[config.mk]
export PLATFORM = sky130hd
export DESIGN_NAME = speaker_tune_sequencer_unit
export DESIGN_NICKNAME = d
export VERILOG_FILES = /design/src/hdl/sts_pkg.sv /design/src/hdl/speaker_tune_sequencer_unit.sv /design/src/hdl/sts_div.sv /design/src/hdl/sts_datapath.sv /design/src/hdl/sts_ctrl.sv
export VERILOG_INCLUDE_DIRS = /design/src /design/src/hdl
export SDC_FILE = /design/constraint.sdc
export NUM_CORES = 1
export LEC_CHECK = 0
export ABC_AREA = 1
export BUFFER_PORTS_ARGS = -buffer_cell sky130_fd_sc_hd__buf_2
export CELL_PAD_IN_SITES_DETAIL_PLACEMENT = 2
export CELL_PAD_IN_SITES_GLOBAL_PLACEMENT = 2
export CORE_ASPECT_RATIO = 1.25
export CORE_MARGIN = 4
export CORE_UTILIZATION = 30
export CTS_CLUSTER_DIAMETER = 120
export DETAILED_ROUTE_END_ITERATION = 10
export PLACE_DENSITY_LB_ADDON = 0.05
export SLEW_MARGIN = 20
export SYNTH_ARGS = -nofsm -noshare
export SYNTH_HDL_FRONTEND = slang
export SYNTH_SLANG_ARGS = --single-unit
[constraint.sdc]
create_clock -name clk -period 3.2 [get_ports clk]
set_input_delay 0.16 -clock clk [delete_from_list [all_inputs] [get_ports clk]]
set_output_delay 0.16 -clock clk [all_outputs]
set_load 0.01 [all_outputs]
[src/hdl/speaker_tune_sequencer_unit_defines.svh]
// assertion macros shared by the rtl files
`ifndef SPEAKER_TUNE_SEQUENCER_UNIT_DEFINES_SVH
`define SPEAKER_TUNE_SEQUENCER_UNIT_DEFINES_SVH

// condition implies consequence in the same cycle
`define STS_ASSERT_IMP(lbl, clk, rst_n, ante, cons, msg) \
	lbl: assert property (@(posedge clk) disable iff (!rst_n) (ante) |-> (cons)) \
		else $error(msg);

// condition implies consequence in the next cycle
`define STS_ASSERT_NXT(lbl, clk, rst_n, ante, cons, msg) \
	lbl: assert property (@(posedge clk) disable iff (!rst_n) (ante) |=> (cons)) \
		else $error(msg);

`endif

[src/hdl/sts_pkg.sv]
`default_nettype none

package sts_pkg;

	localparam int TOKEN_BITS = 16;
	localparam int DIV_W      = 32;
	localparam int DIV_STEPS  = DIV_W;
	localparam int DIV_CNT_W  = $clog2(DIV_STEPS);

	localparam logic [DIV_W-1:0]      PIT_CLOCK_HZ  = 32'h0012_34DD;
	localparam logic [TOKEN_BITS-1:0] PITCH_MIN     = 16'd20;
	localparam logic [TOKEN_BITS-1:0] PITCH_MAX     = 16'd20000;
	localparam logic [TOKEN_BITS-1:0] MS_PER_MINUTE = 16'd60000;
	localparam logic [DIV_W-1:0]      WAIT_SAT      = 32'hFFFF_FFFF;

	typedef struct packed {
		logic take_tempo;
		logic take_pitch;
		logic take_dur;
		logic clear_tune;
		logic div_start;
		logic div_sel_wait;
		logic cap_tdiv;
		logic load_note;
		logic load_eot;
	} sts_cmd_t;

	typedef struct packed {
		logic div_busy;
		logic div_done;
		logic out_free;
	} sts_status_t;

endpackage

`default_nettype wire

[src/hdl/speaker_tune_sequencer_unit.sv]
// speaker tune sequencer
// input stream: one tune token per beat; s_axis_tuser = 1 marks end of tune,
// otherwise s_axis_tdata is tempo (first token), then pitch / duration pairs
// output stream: one note per duration token and one final silence per end
// of tune; m_axis_tlast marks that final silence
// tempo and pitch tokens are stored while the input stays ready and produce no beat
// a duration token's note is loaded into the output register after a 16x16
// multiply at acceptance, then two 32-step divisions one after the other on
// a single shared restoring divider (timer divisor, then wait time); the
// input is not ready again until the note is loaded
// an end-of-tune token is loaded into the output register from the EOT
// state and returns the sequencer to expect a tempo
// results sit in an output register; while the receiver stalls, tempo
// and pitch tokens are still taken, and a note waits in the controller,
// holding off the input, until the register frees
// reset clears the sequence state, the stored tempo and pitch and the
// output valid; the first token after reset is a tempo
`default_nettype none

module speaker_tune_sequencer_unit
	import sts_pkg::*;
(
	input  wire logic        clk,
	input  wire logic        arst_n,
	input  wire logic        s_axis_tvalid,
	output logic             s_axis_tready,
	input  wire logic [15:0] s_axis_tdata,   // token_value
	input  wire logic        s_axis_tuser,   // cmd
	output logic             m_axis_tvalid,
	input  wire logic        m_axis_tready,
	output logic [47:0]      m_axis_tdata,   // timer_divisor, wait_ms
	output logic             m_axis_tuser,   // speaker_on
	output logic             m_axis_tlast
);

	sts_cmd_t              cmd;
	sts_status_t           status;
	logic [TOKEN_BITS-1:0] timer_divisor;
	logic [DIV_W-1:0]      wait_ms;

	sts_ctrl u_ctrl (
		.clk      (clk),
		.arst_n   (arst_n),
		.in_valid (s_axis_tvalid),
		.in_end   (s_axis_tuser),
		.in_ready (s_axis_tready),
		.cmd      (cmd),
		.status   (status)
	);

	sts_datapath u_dp (
		.clk               (clk),
		.arst_n            (arst_n),
		.cmd               (cmd),
		.status            (status),
		.token             (s_axis_tdata[TOKEN_BITS-1:0]),
		.out_valid         (m_axis_tvalid),
		.out_ready         (m_axis_tready),
		.out_speaker_on    (m_axis_tuser),
		.out_timer_divisor (timer_divisor),
		.out_wait_ms       (wait_ms),
		.out_last          (m_axis_tlast)
	);

	assign m_axis_tdata = {wait_ms, timer_divisor};

endmodule

`default_nettype wire

[src/hdl/sts_div.sv]
`default_nettype none
`include "speaker_tune_sequencer_unit_defines.svh"

module sts_div
	import sts_pkg::*;
(
	input  wire logic                  clk,
	input  wire logic                  arst_n,
	input  wire logic                  start,
	input  wire logic [DIV_W-1:0]      dividend,
	input  wire logic [TOKEN_BITS-1:0] divisor,
	output logic                       busy,
	output logic                       done,
	output logic [DIV_W-1:0]           quotient
);

	logic                  busy_q;
	logic [DIV_CNT_W-1:0]  cnt_q;
	logic [TOKEN_BITS-1:0] rem_q;
	logic [DIV_W-1:0]      quo_q;
	logic [TOKEN_BITS-1:0] dsr_q;
	logic [TOKEN_BITS:0]   trial;
	logic [TOKEN_BITS:0]   diff;
	logic                  fits;

	// one restoring step per cycle while busy
	assign trial = {rem_q, quo_q[DIV_W-1]};
	assign diff  = trial - {1'b0, dsr_q};
	assign fits  = trial >= {1'b0, dsr_q};

	always_ff @(posedge clk or negedge arst_n) begin
		if (!arst_n) begin
			busy_q <= 1'b0;
			cnt_q  <= '0;
		end else if (start) begin
			busy_q <= 1'b1;
			cnt_q  <= DIV_CNT_W'(DIV_STEPS - 1);
		end else if (busy_q) begin
			cnt_q <= cnt_q - 1'b1;
			if (cnt_q == '0) begin
				busy_q <= 1'b0;
			end
		end
	end

	always_ff @(posedge clk) begin
		if (start) begin
			rem_q <= '0;
			quo_q <= dividend;
			dsr_q <= divisor;
		end else if (busy_q) begin
			rem_q <= fits ? diff[TOKEN_BITS-1:0] : trial[TOKEN_BITS-1:0];
			quo_q <= {quo_q[DIV_W-2:0], fits};
		end
	end

	assign busy     = busy_q;
	assign done     = busy_q && (cnt_q == '0);
	assign quotient = quo_q;

	`STS_ASSERT_IMP(a_no_restart, clk, arst_n, start, !busy_q, "divider restarted while busy")

endmodule

`default_nettype wire

[src/hdl/sts_datapath.sv]
`default_nettype none

module sts_datapath
	import sts_pkg::*;
(
	input  wire logic                  clk,
	input  wire logic                  arst_n,
	input  wire sts_cmd_t              cmd,
	output sts_status_t                status,
	input  wire logic [TOKEN_BITS-1:0] token,
	output logic                       out_valid,
	input  wire logic                  out_ready,
	output logic                       out_speaker_on,
	output logic [TOKEN_BITS-1:0]      out_timer_divisor,
	output logic [DIV_W-1:0]           out_wait_ms,
	output logic                       out_last
);

	logic [TOKEN_BITS-1:0] tempo_q;
	logic [TOKEN_BITS-1:0] pitch_q;
	logic [DIV_W-1:0]      prod_q;
	logic [TOKEN_BITS-1:0] tdiv_q;
	logic                  out_valid_q;
	logic                  speaker_on_q;
	logic [TOKEN_BITS-1:0] timer_divisor_q;
	logic [DIV_W-1:0]      wait_ms_q;
	logic                  last_q;
	logic [TOKEN_BITS-1:0] pitch_cl;
	logic [DIV_W-1:0]      div_dividend;
	logic [TOKEN_BITS-1:0] div_divisor;
	logic [DIV_W-1:0]      quotient;
	logic                  div_busy;
	logic                  div_done;
	logic                  tone;

	always_comb begin
		priority if (pitch_q < PITCH_MIN) begin
			pitch_cl = PITCH_MIN;
		end else if (pitch_q > PITCH_MAX) begin
			pitch_cl = PITCH_MAX;
		end else begin
			pitch_cl = pitch_q;
		end
	end

	assign div_dividend = cmd.div_sel_wait ? prod_q : PIT_CLOCK_HZ;
	assign div_divisor  = cmd.div_sel_wait ? tempo_q : pitch_cl;
	assign tone         = pitch_q != '0;

	sts_div u_div (
		.clk      (clk),
		.arst_n   (arst_n),
		.start    (cmd.div_start),
		.dividend (div_dividend),
		.divisor  (div_divisor),
		.busy     (div_busy),
		.done     (div_done),
		.quotient (quotient)
	);

	always_ff @(posedge clk or negedge arst_n) begin
		if (!arst_n) begin
			tempo_q <= '0;
			pitch_q <= '0;
		end else if (cmd.clear_tune) begin
			tempo_q <= '0;
			pitch_q <= '0;
		end else begin
			if (cmd.take_tempo) begin
				tempo_q <= token;
			end
			if (cmd.take_pitch) begin
				pitch_q <= token;
			end else if (cmd.load_note) begin
				pitch_q <= '0;
			end
		end
	end

	always_ff @(posedge clk) begin
		if (cmd.take_dur) begin
			prod_q <= DIV_W'(MS_PER_MINUTE) * DIV_W'(token);
		end
		if (cmd.cap_tdiv) begin
			tdiv_q <= quotient[TOKEN_BITS-1:0];
		end
	end

	// output register
	always_ff @(posedge clk or negedge arst_n) begin
		if (!arst_n) begin
			out_valid_q <= 1'b0;
		end else if (cmd.load_note || cmd.load_eot) begin
			out_valid_q <= 1'b1;
		end else if (out_ready) begin
			out_valid_q <= 1'b0;
		end
	end

	always_ff @(posedge clk) begin
		if (cmd.load_note) begin
			speaker_on_q    <= tone;
			timer_divisor_q <= tone ? tdiv_q : '0;
			wait_ms_q       <= (tempo_q == '0) ? WAIT_SAT : quotient;
			last_q          <= 1'b0;
		end else if (cmd.load_eot) begin
			speaker_on_q    <= 1'b0;
			timer_divisor_q <= '0;
			wait_ms_q       <= '0;
			last_q          <= 1'b1;
		end
	end

	assign status.div_busy = div_busy;
	assign status.div_done = div_done;
	assign status.out_free = !out_valid_q || out_ready;

	assign out_valid         = out_valid_q;
	assign out_speaker_on    = speaker_on_q;
	assign out_timer_divisor = timer_divisor_q;
	assign out_wait_ms       = wait_ms_q;
	assign out_last          = last_q;

endmodule

`default_nettype wire

[src/hdl/sts_ctrl.sv]
`default_nettype none
`include "speaker_tune_sequencer_unit_defines.svh"

module sts_ctrl
	import sts_pkg::*;
(
	input  wire logic         clk,
	input  wire logic         arst_n,
	input  wire logic         in_valid,
	input  wire logic         in_end,
	output logic              in_ready,
	output sts_cmd_t          cmd,
	input  wire sts_status_t  status
);

	localparam logic [2:0] ST_IDLE   = 3'd0;
	localparam logic [2:0] ST_START1 = 3'd1;
	localparam logic [2:0] ST_WAIT1  = 3'd2;
	localparam logic [2:0] ST_START2 = 3'd3;
	localparam logic [2:0] ST_WAIT2  = 3'd4;
	localparam logic [2:0] ST_LOAD   = 3'd5;
	localparam logic [2:0] ST_EOT    = 3'd6;

	localparam logic [1:0] PH_TEMPO = 2'd0;
	localparam logic [1:0] PH_PITCH = 2'd1;
	localparam logic [1:0] PH_DUR   = 2'd2;

	logic [2:0] state_q;
	logic [2:0] state_d;
	logic [1:0] phase_q;
	logic [1:0] phase_d;
	logic       accept;

	assign in_ready = state_q == ST_IDLE;
	assign accept   = in_valid && in_ready;

	always_comb begin
		state_d = state_q;
		phase_d = phase_q;
		cmd     = '0;
		unique case (state_q)
			ST_IDLE: begin
				if (accept) begin
					if (in_end) begin
						cmd.clear_tune = 1'b1;
						phase_d        = PH_TEMPO;
						state_d        = ST_EOT;
					end else if (phase_q == PH_PITCH) begin
						cmd.take_pitch = 1'b1;
						phase_d        = PH_DUR;
					end else if (phase_q == PH_DUR) begin
						cmd.take_dur = 1'b1;
						phase_d      = PH_PITCH;
						state_d      = ST_START1;
					end else begin
						cmd.take_tempo = 1'b1;
						phase_d        = PH_PITCH;
					end
				end
			end
			ST_START1: begin
				cmd.div_start = 1'b1;
				state_d       = ST_WAIT1;
			end
			ST_WAIT1: begin
				if (status.div_done) begin
					state_d = ST_START2;
				end
			end
			ST_START2: begin
				cmd.cap_tdiv     = 1'b1;
				cmd.div_start    = 1'b1;
				cmd.div_sel_wait = 1'b1;
				state_d          = ST_WAIT2;
			end
			ST_WAIT2: begin
				cmd.div_sel_wait = 1'b1;
				if (status.div_done) begin
					state_d = ST_LOAD;
				end
			end
			ST_LOAD: begin
				cmd.div_sel_wait = 1'b1;
				if (status.out_free) begin
					cmd.load_note = 1'b1;
					state_d       = ST_IDLE;
				end
			end
			ST_EOT: begin
				if (status.out_free) begin
					cmd.load_eot = 1'b1;
					state_d      = ST_IDLE;
				end
			end
			default: begin
				state_d = ST_IDLE;
			end
		endcase
	end

	always_ff @(posedge clk or negedge arst_n) begin
		if (!arst_n) begin
			state_q <= ST_IDLE;
			phase_q <= PH_TEMPO;
		end else begin
			state_q <= state_d;
			phase_q <= phase_d;
		end
	end

	`STS_ASSERT_IMP(a_load_free, clk, arst_n, cmd.load_note || cmd.load_eot, status.out_free, "result loaded over a pending beat")
	`STS_ASSERT_IMP(a_wait_busy, clk, arst_n, state_q == ST_WAIT1 || state_q == ST_WAIT2, status.div_busy, "waiting on an idle divider")
	`STS_ASSERT_IMP(a_ready_idle, clk, arst_n, in_ready, !status.div_busy, "input ready while dividing")

endmodule

`default_nettype wire
==> results by group <==
Status
  • Failing checks: setup timing
  • Status: finished with violations

Setup path
  • Worst setup path endpoint: u_dp.prod_q[29]
  • Reg2Reg Setup Slack: 860 ps
  • Worst R2R End: u_dp.out_wait_ms[16]
  • Crit path DAT: 4060 ps
  • Crit start category: input pin
  • RR Startpoint: u_ctrl.state_q[2]
  • Crit. End Element: flip-flop
  • Critical path startpoint: s_axis_tdata[5]
  • Setup CP Type: in -> reg
  • Worst EP required: roughly 3500 ps
  • Worst R2R Path Depth: 7
  • CP Max Fanout: 4

Final layout
  • Filler cell count: 4681
  • Antenna cell count: 0
  • Area Growth Syn to Fin: 25.1%
  • Layout cells sized above 1: about a quarter
  • Post-route cell area: 16100 sq um
  • Layout Nets: between 1500 and 2000
  • FF+latch area: 5650 sq um
  • Footprint of the multi-input gates: 6560 sq um

Logic synthesis
  • Sequential-to-total area share from yosys stat: 43.9%
  • Top FF cell, synth: edfxtp_1
  • Post-synth EDFFs: 140
  • Post-synthesis xor/xnor area fraction: 1.84%
  • Seq cells post-synth: between 200 and 250
  • Yosys warnings: 0
  • Cell variety after synth: 50
  • Adder-Cell Fraction of Synth Area: approximately a fifth
  • Post-Synth Simple-Gate Area: 16.7%
  • Mean post-synth cell area: 9.52 sq um
  • Synth Instances: 1349
  • Compound-gate portion of the synthesized area: 8.81%
  • Top-count cell post-synth: inv_1
  • Synthesized cell area: 12800 sq um
  • Async S/R FF share, synth: around 22%
  • Yosys top cell area share: 32.7%
  • Synth cell count leaders: inv_1 (270), nand2_1 (222), edfxtp_1 (140)
  • Synth top area cells: edfxtp_1 (33%), fa_1 (9.7%), ha_1 (9.5%), dfrtp_1 (8.6%), inv_1 (7.9%)
  • Post-synth net total: 1530
  • Synth area leader: edfxtp_1
  • Mux contribution to synthesized area: 0%
  • Main combinational cell family by area after synthesis: adder cells

Timing
  • Max Slew Vio Count: 0
  • Tcrit/Tclk final: 117%
  • Fin worst setup slack: -559 ps
  • Slew HR: 46.8%
  • Skew final: roughly 18 ps
  • Slew @ Worst Pin: 798 ps
  • RSZ-0062 raised after global routing: true
  • Post-layout min period: between 3000 and 4000 ps
  • Setup TNS: -7730 ps
  • Fmax: ~270 MHz
  • Final setup viols: 17
  • Final Hold Viols: 0

Routing
  • Via density: 4.62
  • DRT iter0 DRCs: 380
  • Post-DRT Antenna Nets: 0
  • Wire per inst: 17.9 um
  • Router iterations before antenna repair: 4
  • DR vias: 9771
  • Drc violations: 0
  • Final WL: 37900 um

Power and ir drop
  • Peak supply drop: 0.000434 V
  • Leak pwr: ~7.4 nW
  • Pwr Total: between 15 and 20 mW
  • Cell Pwr Density: between 1000 and 1500 nW/um^2

Global route
  • Global Route Usage Sum: 16.9%
  • Global-route wire length before repair: 61800 um
  • Gr ovfl total: 0
  • Initial antenna violation count: 0
  • Vias in the first global route: 11177
  • Pin count of the biggest net entering global routing: 50

Clocking
  • Clk Tree Root Cell: clkbuf_16
  • Clock Latency Late Sink: 540 ps
  • Num CTS Buffers: 23
  • Clock slew at reported path FFs: 60 ps
  • Clock Sinks: 201
  • Maximum clock path buffer count: 3
  • CTS tree: built
  • H-tree Lvls: 1

Die
  • Row count: 84
  • Die height: about 240 um
  • Die X: 193 um
  • Io pins: 73
  • Core area: 42300 sq um
  • Initial core utilization: between 30% and 40%
  • Die area: 46200 sq um

Placed design
  • Port Buf Inserts: between 70 and 80
  • DP Wirelength: 29900 um
  • Dpl cell area: 14800 sq um
  • Routability cong.: 0.780

Flow run
  • Maxcap violations: 0

Min path
  • Hold crit path type: in -> reg
metrics by stage:
step | setup slack, ps | std cells | util (%) | hold WS, ps
after global placement | -1170 | 2062 | 35.0 | 306
after global routing | -695 | 2115 | 38.0 | 15.5
after detailed placement | -1280 | 2062 | 35.0 | 292
after floorplan | -820 | 1349 | - | -136
final | -559 | 2115 | 38.0 | 28.7
after CTS | -574 | 2113 | 37.7 | 1.88
critical path, cell delays in order:
cell and delay, ps:
buf_8 80, clkinvlp_4 90, buf_6 130, fa_1 490, inv_1 50, fa_1 460, fa_1 510, inv_1 50
fa_1 450, fa_1 500, inv_2 50, ha_4 310, nand2_4 80, nor2_4 110, nand3_2 90, o21ai_4 220
nand2_2 100, nand3_2 80, nand2_1 50
layout by cell type, fill, tap and decap left out, types with 8 or more instances in the layout:
| master | synthesis | layout |
|---|---|---|
| inv_1 | 270 | 245 |
| nand2_1 | 222 | 199 |
| edfxtp_1 | 140 | 140 |
| buf_4 | 4 | 104 |
| ha_1 | 98 | 86 |
| nand3_1 | 83 | 80 |
| a21oi_1 | 91 | 74 |
| nor2_1 | 78 | 68 |
| buf_2 | 8 | 67 |
| o21ai_0 | 71 | 62 |
| fa_1 | 62 | 59 |
| dfrtp_1 | 44 | 44 |
| inv_2 | 11 | 32 |
| clkbuf_16 | 0 | 23 |
| nand2_2 | 5 | 18 |
| dfxtp_1 | 17 | 17 |
| nand2_4 | 5 | 15 |
| a21oi_2 | 2 | 12 |
| xor2_1 | 16 | 12 |
| nor2_4 | 6 | 12 |
| nand3_2 | 9 | 12 |
| nand4_1 | 11 | 11 |
| ha_4 | 0 | 11 |
| buf_6 | 4 | 11 |
| o22ai_2 | 10 | 10 |
| clkbuf_1 | 7 | 10 |
| xnor2_1 | 11 | 9 |
| o21ai_1 | 6 | 8 |
| nand3b_1 | 8 | 8 |
cell families (layout without fill, tap and decap cells):
group           Yosys count  after routing
simple gates            454            454
buf+inv                 307            514
flops                   201            201
compound gates          200            200
fa+ha+maj               160            160
xor+xnor                 27             27
layout make-up:
cell class | instances | area share, %
timing repair buffer | 191 | 8.64
multi-input combinational | 841 | 40.8
sequential | 201 | 35.1
clock buffer | 34 | 3.90
inverter | 281 | 6.65
clock inverter | 8 | 0.514
tap | 559 | 4.35
registers in the layout, indices dropped and copies added (netlist names), 2 cells and up:
name and count:
u_ctrl.phase_q 2, u_ctrl.state_q 3, u_dp.out_timer_divisor 16, u_dp.out_wait_ms 32
u_dp.pitch_q 16, u_dp.prod_q 27, u_dp.tdiv_q 16, u_dp.tempo_q 16
u_dp.u_div.cnt_q 5, u_dp.u_div.dsr_q 16, u_dp.u_div.quotient 32, u_dp.u_div.rem_q 16
worst min path at each step:
stage                          from           endpoint  slack (ps)  cells after the start
CTS                   m_axis_tready     u_dp.out_valid           2                      4
global route        s_axis_tdata[3]    u_dp.pitch_q[3]          20                      4
floorplan                    arst_n  u_ctrl.phase_q[0]        -140                      0
global placement             arst_n   u_dp.tempo_q[13]         310                      1
detailed placement           arst_n   u_dp.pitch_q[13]         290                      1
finish                m_axis_tready     u_dp.out_valid          30                      4
routing by layer:
metal	vias to the layer above	routed length, um	GRT usage [%]
li1	4772	-	-
met1	4876	17200	22.6
met2	88	19200	30.0
met3	35	816	1.57
met4	0	679	3.54
met5	-	0	0
where the power goes:
| group | total (mW) | switching, mW | internal (mW) |
|---|---|---|---|
| combinational | 12.2 | 7.31 | 4.91 |
| sequential | 4.61 | 0.456 | 4.16 |
| clock | 2.54 | 1.09 | 1.45 |
repair_timing:
item	in CTS	in global routing
resized for setup	95	32
pin swaps	81	24
hold buffers	1	0
buffers inserted	8	3
endpoints found under the setup margin	17	18
endpoints found under the hold margin	32	0
Power figures use the tool's default switching activity.
